--- src/design/tgs_pkg.sv ---
// tgs_pkg: shared types and constants for the tile grid store
// operation codes, register indexes, field widths, controller state, command/status structs
// no dependencies
package tgs_pkg;

  // field widths of the transactions
  localparam int FUNC_W      = 3;
  localparam int COORD_W     = 8;
  localparam int TILE_W      = 9;
  localparam int SOLID_ID_W  = 8;
  localparam int DIM_W       = 7;
  localparam int CFG_INDEX_W = 4;

  // stored tile ids are capped at 8 bits; wider port values are truncated
  localparam int MAX_ID_W = 8;

  typedef enum logic [2:0] {
    OP_SET         = 3'd0,
    OP_GET         = 3'd1,
    OP_SOLID_QUERY = 3'd2,
    OP_FILL        = 3'd3,
    OP_CLEAR       = 3'd4,
    OP_SOLID_CLEAR = 3'd5,
    OP_SOLID_ADD   = 3'd6,
    OP_NOP         = 3'd7
  } op_t;

  localparam logic [CFG_INDEX_W-1:0] REG_MAP_WIDTH  = 4'd0;
  localparam logic [CFG_INDEX_W-1:0] REG_MAP_HEIGHT = 4'd1;

  localparam logic [DIM_W-1:0] DIM_RESET = 7'd64;

  localparam logic signed [TILE_W-1:0] TILE_EMPTY = -9'sd1;

  typedef enum logic [5:0] {
    S_INIT  = 6'b000001,
    S_IDLE  = 6'b000010,
    S_ADDR  = 6'b000100,
    S_MEM   = 6'b001000,
    S_SWEEP = 6'b010000,
    S_DONE  = 6'b100000
  } state_t;

  typedef struct packed {
    logic capture;      // latch the request payload
    logic calc;         // bounds check and address product
    logic access;       // single memory access / solid set update
    logic sweep_write;  // write one cell of a sweep
    logic sweep_empty;  // sweep writes empty instead of the fill value
    logic finish;       // load the output register
  } cmd_t;

  typedef struct packed {
    op_t  op;
    logic sweep_last;
    logic out_free;
  } status_t;

endpackage

--- src/design/tgs_ctrl.sv ---
// tgs_ctrl: sequencing state machine of the tile grid store
// drives datapath commands from the latched operation; depends on tgs_pkg
module tgs_ctrl (
  input  logic              clk,
  input  logic              rst,
  input  logic              req_valid,
  output logic              req_ready,
  input  tgs_pkg::status_t  status,
  output tgs_pkg::cmd_t     cmd
);
  import tgs_pkg::*;

  state_t state, state_next;

  always_ff @(posedge clk) begin
    if (rst) begin
      state <= S_INIT;
    end else begin
      state <= state_next;
    end
  end

  always_comb begin
    state_next = state;
    cmd        = '0;
    req_ready  = 1'b0;
    case (state)
      S_INIT: begin
        cmd.sweep_write = 1'b1;
        cmd.sweep_empty = 1'b1;
        if (status.sweep_last) state_next = S_IDLE;
      end
      S_IDLE: begin
        req_ready = 1'b1;
        if (req_valid) begin
          cmd.capture = 1'b1;
          state_next  = S_ADDR;
        end
      end
      S_ADDR: begin
        cmd.calc = 1'b1;
        if (status.op inside {OP_FILL, OP_CLEAR}) begin
          state_next = S_SWEEP;
        end else begin
          state_next = S_MEM;
        end
      end
      S_MEM: begin
        cmd.access = 1'b1;
        state_next = S_DONE;
      end
      S_SWEEP: begin
        cmd.sweep_write = 1'b1;
        cmd.sweep_empty = (status.op != OP_FILL);
        if (status.sweep_last) state_next = S_DONE;
      end
      S_DONE: begin
        if (status.out_free) begin
          cmd.finish = 1'b1;
          state_next = S_IDLE;
        end
      end
      default: begin
        state_next = S_INIT;
      end
    endcase
  end

endmodule

--- config.mk ---
export PLATFORM = sky130hd
export DESIGN_NAME = tgs_ctrl
export DESIGN_NICKNAME = d
export VERILOG_FILES = /design/src/design/tgs_pkg.sv /design/src/design/tgs_ctrl.sv
export SDC_FILE = /design/constraint.sdc
export NUM_CORES = 1
export LEC_CHECK = 0
export ABC_AREA = 1
export BUFFER_PORTS_ARGS = -buffer_cell sky130_fd_sc_hd__buf_2
export CAP_MARGIN = 25
export CORE_AREA = 2 2 39 41
export DETAILED_ROUTE_END_ITERATION = 8
export DIE_AREA = 0 0 41 43
export RECOVER_POWER = 100
export SETUP_SLACK_MARGIN = 0.2
export SKIP_CTS_REPAIR_TIMING = 1
export SLEW_MARGIN = 30
export SYNTH_ARGS = -nofsm -noshare
export SYNTH_HDL_FRONTEND = slang
export SYNTH_SLANG_ARGS = --single-unit
--- constraint.sdc ---
create_clock -name clk -period 1.2 [get_ports clk]
set_input_delay 0.12 -clock clk [delete_from_list [all_inputs] [get_ports clk]]
set_output_delay 0.12 -clock clk [all_outputs]
set_load 0.02 [all_outputs]
# Yosys cells after proc, flatten, opt, wreduce, memory -nomap -nowiden
# Index checks and enable logic that the tools add are counted.
word_totals:
  register_bits: 6
  in_bits: 8
  word_cells: 30
classes:
  eq_ne: 13
  muxes: 14
  reduce_logical: 2
ops:
  columns: ["cell", "n"]
  rows:
  - ["6-bit case mux with 6 select lines", 1]
  - ["6-bit two-way mux", 4]
  - ["2-bit != test, second input constant", 4]
  - ["1-bit two-way mux", 7]
  - ["6-bit by 1-bit == test with 1-bit output, second input constant", 1]
  - ["6-bit by 2-bit == test with 1-bit output, second input constant", 1]
  - ["6-bit by 3-bit == test with 1-bit output, second input constant", 1]
  - ["6-bit by 4-bit == test with 1-bit output, second input constant", 1]
  - ["6-bit by 5-bit == test with 1-bit output, second input constant", 1]
  - ["6-bit == test, second input constant", 1]
  - ["5-bit two-way mux", 1]
  - ["2-bit case mux with 2 select lines", 1]
  - ["4-bit AND reduction", 1]
  - ["3-bit by 2-bit == test with 1-bit output, second input constant", 1]
  - ["3-bit == test, second input constant", 1]
  - ["3-bit by 2-bit != test with 1-bit output, second input constant", 1]
  - ["2-bit nonzero test", 1]

# Depth between registers and ports, before layout
# Gate-level depths: netlist of the first run.
logic_depth:
  word_depth: 4
  depth_mapped: 8
  depth_no_buf: 8

# Worst setup path before layout of the first run
# Ideal clock, no wire load.
synth_path:
  kind: "reg2out"
  start: "reg state[4]"
  end: "out cmd[1] (netlist name)"
  arrival_time_ns: 1.125
  required_ns: 1.080
  path_slack_ns: -0.045
  path_stages_with_launch: 5
  n_path_buf: 0
  path_cell_list: "dfxtp_1 inv_2 nor2_2 nand3_2 o21ai_0"
synth_rtl:
  columns: ["item", "line", "rtl"]
  rows:
  - ["start: declaration", "tgs_ctrl.sv:13", "state_t state, state_next;"]
  - ["start signal: assignment", "tgs_ctrl.sv:19", "state <= state_next;"]
  - ["end: declaration", "tgs_ctrl.sv:9", "output tgs_pkg::cmd_t cmd"]

==> results of run 1 <==
==> routing by layer <==
| layer | vias to the layer above | wire [µm] |
|---|---|---|
| met5 | - | 0 |
| met4 | 0 | 19 |
| met3 | 2 | 36 |
| met2 | 12 | 638 |
| met1 | 244 | 505 |
| li1 | 272 | - |
==> synthesized netlist by cell type <==
master   instances
inv_2            2
nor3_1           2
nand3_2          2
inv_1           15
o21ai_0          2
dfxtp_1          6
nand2_2          2
nand2_1         10
nand3_1          8
nor2_4           3
or2_1            1
nor2_1          12
nand4_1          5
nor2_2           3
==> final cells by class <==
type | count | share of cell area [%]
multi-input combinational | 50 | 46.0
sequential | 6 | 19.3
clock buffer | 3 | 3.38
timing repair buffer | 18 | 18.4
tap | 16 | 3.00
inverter | 17 | 9.94
==> report_power, final <==
group | internal (mW) | switching, mW | leakage [nW]
clock network | 0.113 | 0.0774 | 0.0138
logic | 0.337 | 0.481 | 0.296
registers | 0.267 | 0.0767 | 0.0508
==> critical path, stage by stage, from the launching register on <==
cell and delay [ns]:
dfxtp_2 0.35, nor2_4 0.21, nand3_2 0.14, o21ai_2 0.16
buf_6 0.13
==> cell usage in the layout, fill, tap and decap left out, types with 2 or more instances in the layout <==
cell type / Yosys / layout
inv_1: 15 / 14
buf_2: 0 / 11
nor2_1: 12 / 9
nand2_1: 10 / 8
nand3_1: 8 / 7
nor2_4: 3 / 5
nand4_1: 5 / 5
nor2_2: 3 / 4
nand2_2: 2 / 4
buf_6: 0 / 4
dfxtp_2: 0 / 4
nand3_2: 2 / 3
clkbuf_4: 0 / 3
buf_4: 0 / 3
inv_2: 2 / 2
nor3_2: 0 / 2
==> cell families after synthesis <==
kind of cell    after synthesis
simple gates                 48
buf+inv                      17
flops                         6
compound gates                2
==> how the worst max path moves through the flow <==
stage,slack (ns),depth (start not counted),endpoint
floorplan,0.12,3,cmd[1]
global placement,0.07,5,cmd[5]
detailed placement,0.03,5,cmd[5]
CTS,-0.24,5,cmd[5]
global route,-0.24,4,cmd[1]
finish,-0.17,4,cmd[1]
==> metrics by stage <==
stage	worst slack, ns	cells	area, µm²
2_1_floorplan	0.119	73	470
3_3_place_gp	0.0667	103	561
3_5_place_dp	0.0262	103	561
4_1_cts	-0.235	106	583
5_1_grt	-0.237	110	667
6_report	-0.166	110	667
==> key figures, run 1 <==
Run
  • Maxcap violations: 0

Die
  • Core area: 1380 µm²
  • IO Pins: 15
  • Die Width: 41 µm
  • Site row count: 14
  • Die height: 43 µm
  • Die footprint: 1760 µm²
  • Starting Density: 32.5%

Critical path
  • Setup CP Type: reg -> out
  • Worst R2R Start: state[2]$_SDFFE_PP0P_
  • Worst setup EP type: output port
  • CP required: 1.08 ns
  • Crit. Startpoint: state[2]$_SDFFE_PP0P_
  • Critical Path AT: 1.25 ns
  • R2R setup slack: -0.06 ns
  • Worst setup SP type: flip-flop
  • CP max FO: 7
  • R2R depth: 7
  • Critical R2R Capture: state[1]$_SDFFE_PP0P_

Clocking
  • Worst-case clock buffer depth: 2
  • CTS H-tree lvls: 1
  • Clock buffer count from CTS: 3
  • Clock sinks: 6
  • CTS tree: done
  • Clock transition at path regs: 0.05 ns
  • Worst-skew pair later-pin latency: 0.25 ns
  • Clock root cell: clkbuf_4

Yosys
  • #FFs+latches synth: 6
  • XOR/XNOR Fraction of Synth Area: 0%
  • Yosys cell types: 14
  • Synth area leader: dfxtp_1
  • Synth area leaders: dfxtp_1, inv_1, nor2_1, nand3_1, nand2_1
  • Mux contribution to synthesized area: 0%
  • Post-synthesis sequential area ratio: 26.7%
  • Largest family of logic cells by synthesized area: simple AND/OR/NAND/NOR gates
  • Synth Net Count: 81
  • Syn_area_per_cell: 6.15 µm²
  • Post-Syn Area: 449 µm²
  • Yosys warnings: 0
  • Post-synthesis simple-gate area fraction: 56.8%
  • Compound-Gate Fraction of Synth Area: 2.23%
  • Synth top area share: 26.7%
  • Post-Syn Instances: 73
  • Post-synthesis adder-cell area fraction: 0%

STA
  • # setup viols final: 10
  • Pins Over Slew Limit: 0
  • Rel. slew slack: 81.6%
  • Final setup margin: -0.166 ns
  • RSZ-0062 raised after global routing: yes
  • Fin Setup TNS: -0.953 ns
  • Hold Slack: 0.0722 ns
  • Max Fclk: 0.732 GHz
  • Hold Vio Cnt, Final: 0
  • Clock skew: 0.00651 ns
  • Crit path time final: 1.37 ns
  • Worst-margin pin slew: 0.274 ns
  • Tcrit/Tclk final: 114%

Layout
  • # diodes: 0
  • Final Util: 48.2%
  • Fill cells: 133
  • NumNets Final: 104
  • Max FFs per register: 6
  • Reg with most FFs: state
  • Area of the multi-input gates: 307 µm²
  • Largest registers: state: 6 flops
  • Share of cells above drive strength 1: 51.1%
  • Layout area overhead: 48.5%
  • Sequential Area: 129 µm²

Global route
  • Vias in the first global route: 394
  • Global routing met2 resource utilization: 18.8%
  • Met3 usage: 3.14%
  • GRT overflow: 0
  • Global-route wire length before repair: 1610 µm
  • GR Util met1: 18.6%
  • Largest net degree at the start of global routing: 9
  • Antenna violations before repair: 0
  • Tot GR Track Use: 13.7%
  • Most Crowded Layer GR: met2

Drt
  • DR WL/cell: 10.9 µm
  • First-pass DRT Iterations: 4
  • ANT nets after route: 0
  • Vias per cell: 4.82
  • Wirelength, routed: 1200 µm
  • Initial drt markers: 6
  • Vias: 530
  • Drt drc: 0

Power and ir drop
  • Lkg Pwr: 0.361 nW
  • Maximum VDD drop: 0.000989 V
  • Pwr dens: 2030 nW/µm²
  • Pwr Total: 1.35 mW

Hold path
  • End of the worst hold path: state[2]$_SDFFE_PP0P_
  • Min-Delay Path Depth: 2
  • Worst hold path class: in -> reg
  • Worst Hold Launch: rst

Run status
  • Status: complete, but fails checks
  • Failing checks: negative setup slack

Placed design
  • Hpwl dp: 840 µm
  • PortBufs: 14
  • Final GP Congestion: 0.796
No activity file was read; power rests on OpenSTA's default activity.
==> run 2: changes to the inputs <==
==> constraint.sdc (replaced) <==
create_clock -name clk -period 1.3 [get_ports clk]
set_input_delay 0.13 -clock clk [delete_from_list [all_inputs] [get_ports clk]]
set_output_delay 0.13 -clock clk [all_outputs]
set_load 0.02 [all_outputs]
==> run 2 against run 1 <==
Against the previous run:
- the flow still finishes with violations (negative setup slack)
- global-route usage up 1.6 points
- design area unchanged
- critical endpoint unchanged
- die area unchanged
- register-to-register slack better by 0.17 ns
- power is 4.2% lower
- combinational power down 2.8%
- clock skew decreased by 0.0025 ns
- final cell count is 1.8% higher
- routed wire length is 0.75% lower
- sequential power shrank 7.3%
==> key figures, run 2 (synthesis results as in run 1) <==
Global route
  • Global-route wire length before repair: 1720 µm
  • GRT overflow: 0
  • Antenna violations before repair: 0
  • Tot GR Track Use: 15.2%
  • Largest net degree at the start of global routing: 9
  • Vias in the first global route: 428

Layout
  • Max FFs per register: 6
  • Reg with most FFs: state
  • Area of the multi-input gates: 293 µm²
  • Commonest non-fill, non-tap cell in the layout: inv_1
  • Layout area overhead: 48.5%
  • Sequential Area: 130 µm²
  • Most frequent cells in the layout: inv_1, buf_2, nor2_1, nand3_1, nand2_1
  • Share of cells above drive strength 1: 52.1%
  • # diodes: 0
  • Largest registers: state: 6 flops
  • NumNets Final: 106
  • Post-route cell area: 667 µm²
  • Fill cells: 144

Hold path
  • End of the worst hold path: state[3]$_SDFFE_PP0P_
  • Worst Hold Launch: rst
  • Worst hold path class: in -> reg
  • Min-Delay Path Depth: 2

Critical path
  • Worst R2R Start: state[1]$_SDFFE_PP0P_
  • Worst path slowest cell: dfxtp_2
  • Worst path cell trace: nor2_4, nand3_2, o21ai_1, buf_4
  • CP bufs+invs: 1
  • Worst setup SP type: flip-flop
  • Worst setup EP type: output port
  • Critical Path AT: 1.21 ns
  • Critical R2R Capture: state[4]$_SDFFE_PP0P_
  • Crit path max-delay family: flip-flops
  • CP required: 1.17 ns
  • Crit-path max cell delay: 0.33 ns
  • R2R depth: 8
  • R2R setup slack: 0.11 ns
  • Setup CP Type: reg -> out
  • Crit. Startpoint: state[3]$_SDFFE_PP0P_
  • CP max FO: 7

Drt
  • Met2 WL: 584 µm
  • Vias per cell: 4.65
  • ANT nets after route: 0
  • First-pass DRT Iterations: 4
  • Wirelength, routed: 1190 µm
  • Highest Signal Layer: met4
  • DR WL/cell: 10.6 µm
  • Vias: 521
  • Met3 WL: 68 µm
  • M1 WL: 485 µm
  • Drt drc: 0
  • Initial drt markers: 13

Die
  • Die height: 43 µm
  • Die footprint: 1760 µm²
  • Site row count: 14
  • IO Pins: 15
  • Core area: 1380 µm²
  • Die Width: 41 µm
  • Starting Density: 32.5%

Power and ir drop
  • Maximum VDD drop: 0.00106 V
  • Switching power: 599 µW
  • Pint: 697 µW
  • Power share of the clock group: 14.0%
  • Reg power frac: 24.6%
  • Switching share of total power: 46.2%
  • Lkg Pwr: 0.368 nW
  • Pwr dens: 1940 nW/µm²
  • Comb power frac: 61.4%

Placed design
  • Hpwl dp: 810 µm
  • DP Area: 549 µm²
  • PortBufs: 14
  • Final GP Congestion: 0.814

STA
  • Crit path time final: 1.34 ns
  • Tcrit/Tclk final: 103%
  • Max Fclk: 0.747 GHz
  • Rel. slew slack: 81.6%
  • Final setup margin: -0.0381 ns
  • Fin Setup TNS: -0.0901 ns
  • # setup viols final: 3
  • Worst-margin pin slew: 0.273 ns
  • Pins Over Slew Limit: 0
  • Hold Vio Cnt, Final: 0
  • Clock skew: 0.00401 ns
  • RSZ-0062 raised after global routing: yes

Clocking
  • Clock transition at path regs: 0.05 ns
  • Clock sinks: 6
  • CTS H-tree lvls: 1
  • Clock root cell: clkbuf_4
  • Clock buffer count from CTS: 3
  • Worst-case clock buffer depth: 2
  • Worst-skew pair later-pin latency: 0.26 ns
  • CTS tree: done

Run
  • Maxcap violations: 0

Run status
  • Status: complete, but fails checks
  • Failing checks: negative setup slack
run 2: worst reg2reg max path: stages, from the launching register on:
cell and delay [ns]:
dfxtp_4 0.35, nor2_4 0.17, nand2_2 0.09, nor2_4 0.14, buf_6 0.11, nand2_1 0.06
nand3_1 0.09, nand2_1 0.05, nor2_1 0.07
run 2: cell type report:
type	count	area share (%)
clock buffer	3	3.38
tap	16	3.00
inverter	17	9.57
timing repair buffer	20	20.6
multi-input combinational	50	43.9
sequential	6	19.5
run 2: through the flow:
step	util [%]	hold WS [ns]	total power, mW	instances	setup slack [ns]
after detailed placement	39.7	0.333	0.914	103	0.156
after floorplan	-	0.207	0.773	73	0.199
after global placement	39.7	0.331	0.911	103	0.178
after CTS	41.3	0.0674	1.09	106	-0.110
final	48.2	0.0661	1.30	112	-0.0381
after global routing	48.2	0.0610	1.41	112	-0.126
run 2: power by group through the flow:
stage	combinational [mW]	clock (mW)	sequential (mW)
detailed placement	0.609	0	0.305
global placement	0.609	0	0.302
floorplan	0.476	0	0.296
global route	0.881	0.199	0.326
finish	0.795	0.182	0.319
CTS	0.613	0.181	0.301
run 2: how the worst max path moves through the flow:
stage                       endpoint  slack, ns  cells past startpoint
5_1_grt                       cmd[1]      -0.13                      4
4_1_cts                       cmd[5]      -0.11                      5
3_5_place_dp                  cmd[5]       0.16                      5
6_report                      cmd[1]      -0.04                      4
2_1_floorplan                 cmd[1]       0.20                      4
3_3_place_gp   state[1]$_SDFFE_PP0P_       0.18                      7
run 2: routing by layer:
metal / global-route usage [%] / up-vias
met2: 20.6 / 16
met4: 14.0 / 0
met3: 3.14 / 6
li1: - / 273
met1: 18.8 / 226
met5: 0 / -
